[src/sv/cgf_pkg.sv]
// ----------------------------------------------------------------------------
// Calibration table gap fill: shared definitions
// Operation codes, controller states and the command and status bundles
// that join the controller to the datapath.
// ----------------------------------------------------------------------------
package cgf_pkg;

   typedef enum logic [1:0] {
      OP_WRITE = 2'd0,
      OP_FILL  = 2'd1,
      OP_READ  = 2'd2,
      OP_CLEAR = 2'd3
   } op_type;

   typedef enum logic [3:0] {
      ST_START,
      ST_BOOT,
      ST_IDLE,
      ST_DECODE,
      ST_CLEAR,
      ST_SCAN_RD,
      ST_SCAN_CHK,
      ST_SEG,
      ST_RD_A,
      ST_RD_B,
      ST_MUL,
      ST_DIV_LD,
      ST_DIV,
      ST_WR,
      ST_RESP
   } state_type;

   typedef struct packed {
      logic latch_req;
      logic wr_req;
      logic rd_issue;
      logic clr_start;
      logic clr_step;
      logic scan_init;
      logic scan_rd;
      logic scan_next;
      logic scan_take;
      logic seg_pair;
      logic seg_end;
      logic rng_lead;
      logic rng_gap;
      logic rd_a;
      logic rd_b;
      logic mul;
      logic div_ld;
      logic div_step;
      logic wr_fill;
      logic rsp_load;
   } cmd_type;

   typedef struct packed {
      op_type op;
      logic   mark;
      logic   have_prev;
      logic   lead;
      logic   gap_ne;
      logic   j_last;
      logic   clr_last;
      logic   fill_last;
      logic   div_last;
      logic   rsp_free;
   } sts_type;

endpackage

[src/sv/cgf_ctrl.sv]
// ----------------------------------------------------------------------------
// Calibration table gap fill: controller
// Sequences clearing passes, single-entry access and the fill scan.
// ----------------------------------------------------------------------------
module cgf_ctrl (
   input  logic             clock,
   input  logic             reset,
   input  logic             req_valid,
   output logic             req_ready,
   output cgf_pkg::cmd_type cmd,
   input  cgf_pkg::sts_type sts
);

   cgf_pkg::state_type state_ff, state_in;

   always_ff @(posedge clock) begin
      if (reset) begin
         state_ff <= cgf_pkg::ST_START;
      end else begin
         state_ff <= state_in;
      end
   end

   always_comb begin
      cmd       = '0;
      state_in  = state_ff;
      req_ready = 1'b0;
      case (state_ff)
         cgf_pkg::ST_START: begin
            cmd.clr_start = 1'b1;
            state_in = cgf_pkg::ST_BOOT;
         end
         cgf_pkg::ST_BOOT: begin
            cmd.clr_step = 1'b1;
            if (sts.clr_last) state_in = cgf_pkg::ST_IDLE;
         end
         cgf_pkg::ST_IDLE: begin
            req_ready = 1'b1;
            if (req_valid) begin
               cmd.latch_req = 1'b1;
               state_in = cgf_pkg::ST_DECODE;
            end
         end
         cgf_pkg::ST_DECODE: begin
            case (sts.op)
               cgf_pkg::OP_WRITE: begin
                  cmd.wr_req = 1'b1;
                  state_in = cgf_pkg::ST_RESP;
               end
               cgf_pkg::OP_READ: begin
                  cmd.rd_issue = 1'b1;
                  state_in = cgf_pkg::ST_RESP;
               end
               cgf_pkg::OP_CLEAR: begin
                  cmd.clr_start = 1'b1;
                  state_in = cgf_pkg::ST_CLEAR;
               end
               default: begin
                  cmd.scan_init = 1'b1;
                  state_in = cgf_pkg::ST_SCAN_RD;
               end
            endcase
         end
         cgf_pkg::ST_CLEAR: begin
            cmd.clr_step = 1'b1;
            if (sts.clr_last) state_in = cgf_pkg::ST_RESP;
         end
         cgf_pkg::ST_SCAN_RD: begin
            cmd.scan_rd = 1'b1;
            state_in = cgf_pkg::ST_SCAN_CHK;
         end
         cgf_pkg::ST_SCAN_CHK: begin
            if (sts.mark && sts.have_prev) begin
               cmd.seg_pair = 1'b1;
               state_in = cgf_pkg::ST_SEG;
            end else begin
               cmd.scan_take = sts.mark;
               if (sts.j_last) begin
                  state_in = cgf_pkg::ST_RESP;
               end else begin
                  cmd.scan_next = 1'b1;
                  state_in = cgf_pkg::ST_SCAN_RD;
               end
            end
         end
         cgf_pkg::ST_SEG: begin
            // The leading run before the first mark is filled once, then each gap.
            if (sts.lead) begin
               cmd.rng_lead = 1'b1;
               state_in = cgf_pkg::ST_RD_A;
            end else if (sts.gap_ne) begin
               cmd.rng_gap = 1'b1;
               state_in = cgf_pkg::ST_RD_A;
            end else begin
               cmd.seg_end = 1'b1;
               if (sts.j_last) begin
                  state_in = cgf_pkg::ST_RESP;
               end else begin
                  cmd.scan_next = 1'b1;
                  state_in = cgf_pkg::ST_SCAN_RD;
               end
            end
         end
         cgf_pkg::ST_RD_A: begin
            cmd.rd_a = 1'b1;
            state_in = cgf_pkg::ST_RD_B;
         end
         cgf_pkg::ST_RD_B: begin
            cmd.rd_b = 1'b1;
            state_in = cgf_pkg::ST_MUL;
         end
         cgf_pkg::ST_MUL: begin
            cmd.mul = 1'b1;
            state_in = cgf_pkg::ST_DIV_LD;
         end
         cgf_pkg::ST_DIV_LD: begin
            cmd.div_ld = 1'b1;
            state_in = cgf_pkg::ST_DIV;
         end
         cgf_pkg::ST_DIV: begin
            cmd.div_step = 1'b1;
            if (sts.div_last) state_in = cgf_pkg::ST_WR;
         end
         cgf_pkg::ST_WR: begin
            cmd.wr_fill = 1'b1;
            state_in = sts.fill_last ? cgf_pkg::ST_SEG : cgf_pkg::ST_RD_A;
         end
         cgf_pkg::ST_RESP: begin
            if (sts.rsp_free) begin
               cmd.rsp_load = 1'b1;
               state_in = cgf_pkg::ST_IDLE;
            end
         end
         default: begin
            state_in = cgf_pkg::ST_START;
         end
      endcase
   end

endmodule

[config.mk]
export PLATFORM = sky130hd
export DESIGN_NAME = cgf_ctrl
export DESIGN_NICKNAME = d
export VERILOG_FILES = /design/src/sv/cgf_pkg.sv /design/src/sv/cgf_ctrl.sv
export SDC_FILE = /design/constraint.sdc
export NUM_CORES = 1
export LEC_CHECK = 0
export BUFFER_PORTS_ARGS = -buffer_cell sky130_fd_sc_hd__buf_2
export CAP_MARGIN = 25
export CORE_MARGIN = 2
export CORE_UTILIZATION = 35
export DETAILED_ROUTE_END_ITERATION = 6
export PLACE_DENSITY = 0.61
export REMOVE_ABC_BUFFERS = 1
export SKIP_CTS_REPAIR_TIMING = 1
export SLEW_MARGIN = 20
export SYNTH_ARGS = -nofsm -noshare
export SYNTH_HDL_FRONTEND = slang
export SYNTH_SLANG_ARGS = --single-unit
[constraint.sdc]
create_clock -name clock -period 1.8 [get_ports clock]
set_clock_uncertainty 0.15 [all_clocks]
set_input_delay 0 -clock clock [delete_from_list [all_inputs] [get_ports clock]]
set_output_delay 0 -clock clock [all_outputs]
set_load 0.03 [all_outputs]
==> flow_summary.yaml <==
outcome:
  status: "finished clean"
power_and_ir_drop:
  finalPower_mw: 1.26
  clockPowerShare: 0.091
  p_int_mw: 0.591
  power_frac_seq: 0.171
  p_sw_frac: 0.531
  p_leak_nw: 0.510
  irDropWorstVdd_mv: 0.673
  net-switching-power_mw: 0.668
  combPwrFrac: 0.738
  powerDensity_nw_per_um2: 1170
finish:
  n_antenna_cell: 0
  largest_reg_flops: 4
  drive_gt1_frac: 0.514
  area_growth_syn_to_layout_pct: 33.5
  final_cell_area_um2: 1080
  n_fill_cell: 215
  ff_latch_area_um2: 88.8
  top_regs: "state_ff: 4 flops"
  regMostFlops: "state_ff"
  final_net_count: 162
  multi_input_area_um2: 602
clocking:
  cts_buffer_depth: 2
  clock_latency_ns: 0.24
  tritoncts: "yes"
  htree_num_levels: 1
  clkTransAtPathRegs_ns: 0.04
  cts_made_buffers: 3
  cts_root_buffer: "clkbuf_4"
  cts.sinks: 4
floorplan:
  dieArea_um2: 2700
  placeableCoreArea_um2: 2190
  placement_rows: 17
  io_pins: 35
  initial_core_util: 0.368
  die_w_um: 52.0
  die_y_um: 52.0
yosys:
  synthTopCellsByArea: "dfxtp_1 9.9%, buf_6 8.4%, nor4_4 5.3%"
  yosysTopAreaCellShare: 0.0994
  yosys.area_share.simple: 0.470
  synthAdderAreaFrac: 0
  synth_flop_cell: "dfxtp_1"
  synth_top_family_by_area: "simple AND/OR/NAND/NOR gates"
  synth_edf_count: 0
  yosysWarnings: 0
  synth.most_common_cell: "nor2_1"
  async_reset_ff_frac: 0
  synth.distinct_cells: 44
  synth_compound_area_frac: 0.266
  ys_ff_latch: 4
  syn-cell-area_um2: 806
  synthCells: 102
  synth_common_cells: "11 x nor2_1, 8 x nor3_1"
  synth_xor_area_frac: 0.0109
  synth_top_area_cell: "dfxtp_1"
  synth-seq-area-share: 0.0994
  synth_mux_area_frac: 0
  syn_area_per_cell_um2: 7.90
setup_path:
  path_class: "flip-flop to primary output"
  worst_setup_path_start_kind: "flip-flop"
  rr_startpoint: "state_ff[3]"
  crit_path_end_kind: "primary output"
  r2r_slack_ns: 0.17
  worstPathMaxFanout: 10
  crit_arrival_ns: 1.58
  r2r-end: "state_ff[1]"
  cp-startpoint: "state_ff[2]"
  ff2ff_path_depth: 5
  cp.required_ns: 1.65
place:
  place.gp.congestion: 0.926
  dp_hpwl_um: 1740
  portBuffers: 34
  place_area_um2: 1020
global_route:
  grtUsageTotal: 0.174
  antenna_found_initial: 0
  overflow: 0
  grt_max_degree: 13
  grt_pass1_wl_um: 3660
  grt_pass1_vias: 852
timing:
  worstMarginPinSlew_ns: 0.370
  finalHoldViolCount: 0
  fmax_mhz: 579
  slew_viol_final: 0
  period_minus_slack_ns: 1.73
  period_share: 0.960
  finalSetupViolCount: 0
  slew-limit-headroom: 0.752
drt:
  wl_um: 2130
  routedWlPerCell_um: 12.2
  vias_per_cell: 5.16
  drt_iter0_drc: 15
  first_pass_iters: 4
  drcViolationCount: 0
  ant_nets: 0
  num_vias: 897
hold_path:
  whs_path_depth: 3
  hold_start: "sts[4]"
  hold_path_class: "primary input to flip-flop"
  holdPathEnd: "state_ff[1]"
run:
  drv_cap: 0
==> area by class of cell <==
cell class,instances,share of cell area
clock buffer,3,0.0209
tap,28,0.0326
timing repair buffer,50,0.278
multi-input combinational,82,0.559
sequential,4,0.0826
inverter,7,0.0267
==> metal layers <==
metal | GRT usage | up-vias | routed length [um]
met5 | 0 | - | 0
met4 | 0.0439 | 0 | 0
met3 | 0.0230 | 0 | 106
met2 | 0.289 | 27 | 1030
met1 | 0.235 | 407 | 985
li1 | - | 463 | -
==> cell usage in the layout, fill, tap and decap left out, types with 3 or more instances in the layout <==
master    count
buf_2        34
buf_4        13
nor2_1       11
nor3_1        8
nand2_1       6
a21oi_1       6
inv_1         6
nand2b_1      5
a21oi_2       4
nor4_1        3
o21ai_0       3
o211ai_1      3
clkbuf_4      3
==> kinds of logic after synthesis <==
| group | Yosys count |
|---|---|
| AOI/OAI and AO/OA | 30 |
| xor gates and xnor gates | 1 |
| buffers and inverters | 16 |
| DFF | 4 |
| and+or+nand+nor | 51 |
==> power by group through the flow <==
stage / sequential (mW) / combinational, mW / clock [mW]
after global placement: 0.206 / 0.917 / 0
after CTS: 0.202 / 0.924 / 0.119
final: 0.215 / 0.929 / 0.114
after global routing: 0.224 / 1.01 / 0.125
after detailed placement: 0.203 / 0.925 / 0
after floorplan: 0.278 / 0.520 / 0
==> worst max path at each step <==
stage,end,slack [ns]
after floorplan,cmd[19],-0.53
after global placement,state_ff[1],0.08
after detailed placement,state_ff[1],0.07
after CTS,cmd[12],-0.09
after global routing,cmd[12],-0.01
final,cmd[12],0.07
==> per-stage QoR <==
stage / utilization / setup WS (ns) / instances / TNS (ns) / hold slack [ns]
finish: 0.491 / 0.0715 / 174 / 0 / 0.00562
global route: 0.491 / -0.00967 / 174 / -0.00967 / 0.0156
CTS: 0.476 / -0.0903 / 172 / -0.172 / -0.174
detailed placement: 0.466 / 0.0698 / 169 / 0 / 0.0747
global placement: 0.466 / 0.0790 / 169 / 0 / 0.0689
floorplan: - / -0.530 / 93 / -2.70 / -0.100
==> worst max-delay path, cell delays in order, from the launching register on <==
cell,delay (ns)
dfxtp_4,0.40
buf_6,0.16
nand4b_4,0.14
nor3_4,0.28
a21oi_1,0.07
nor2_1,0.09
buf_2,0.20
(Power assumes the default switching activity.)
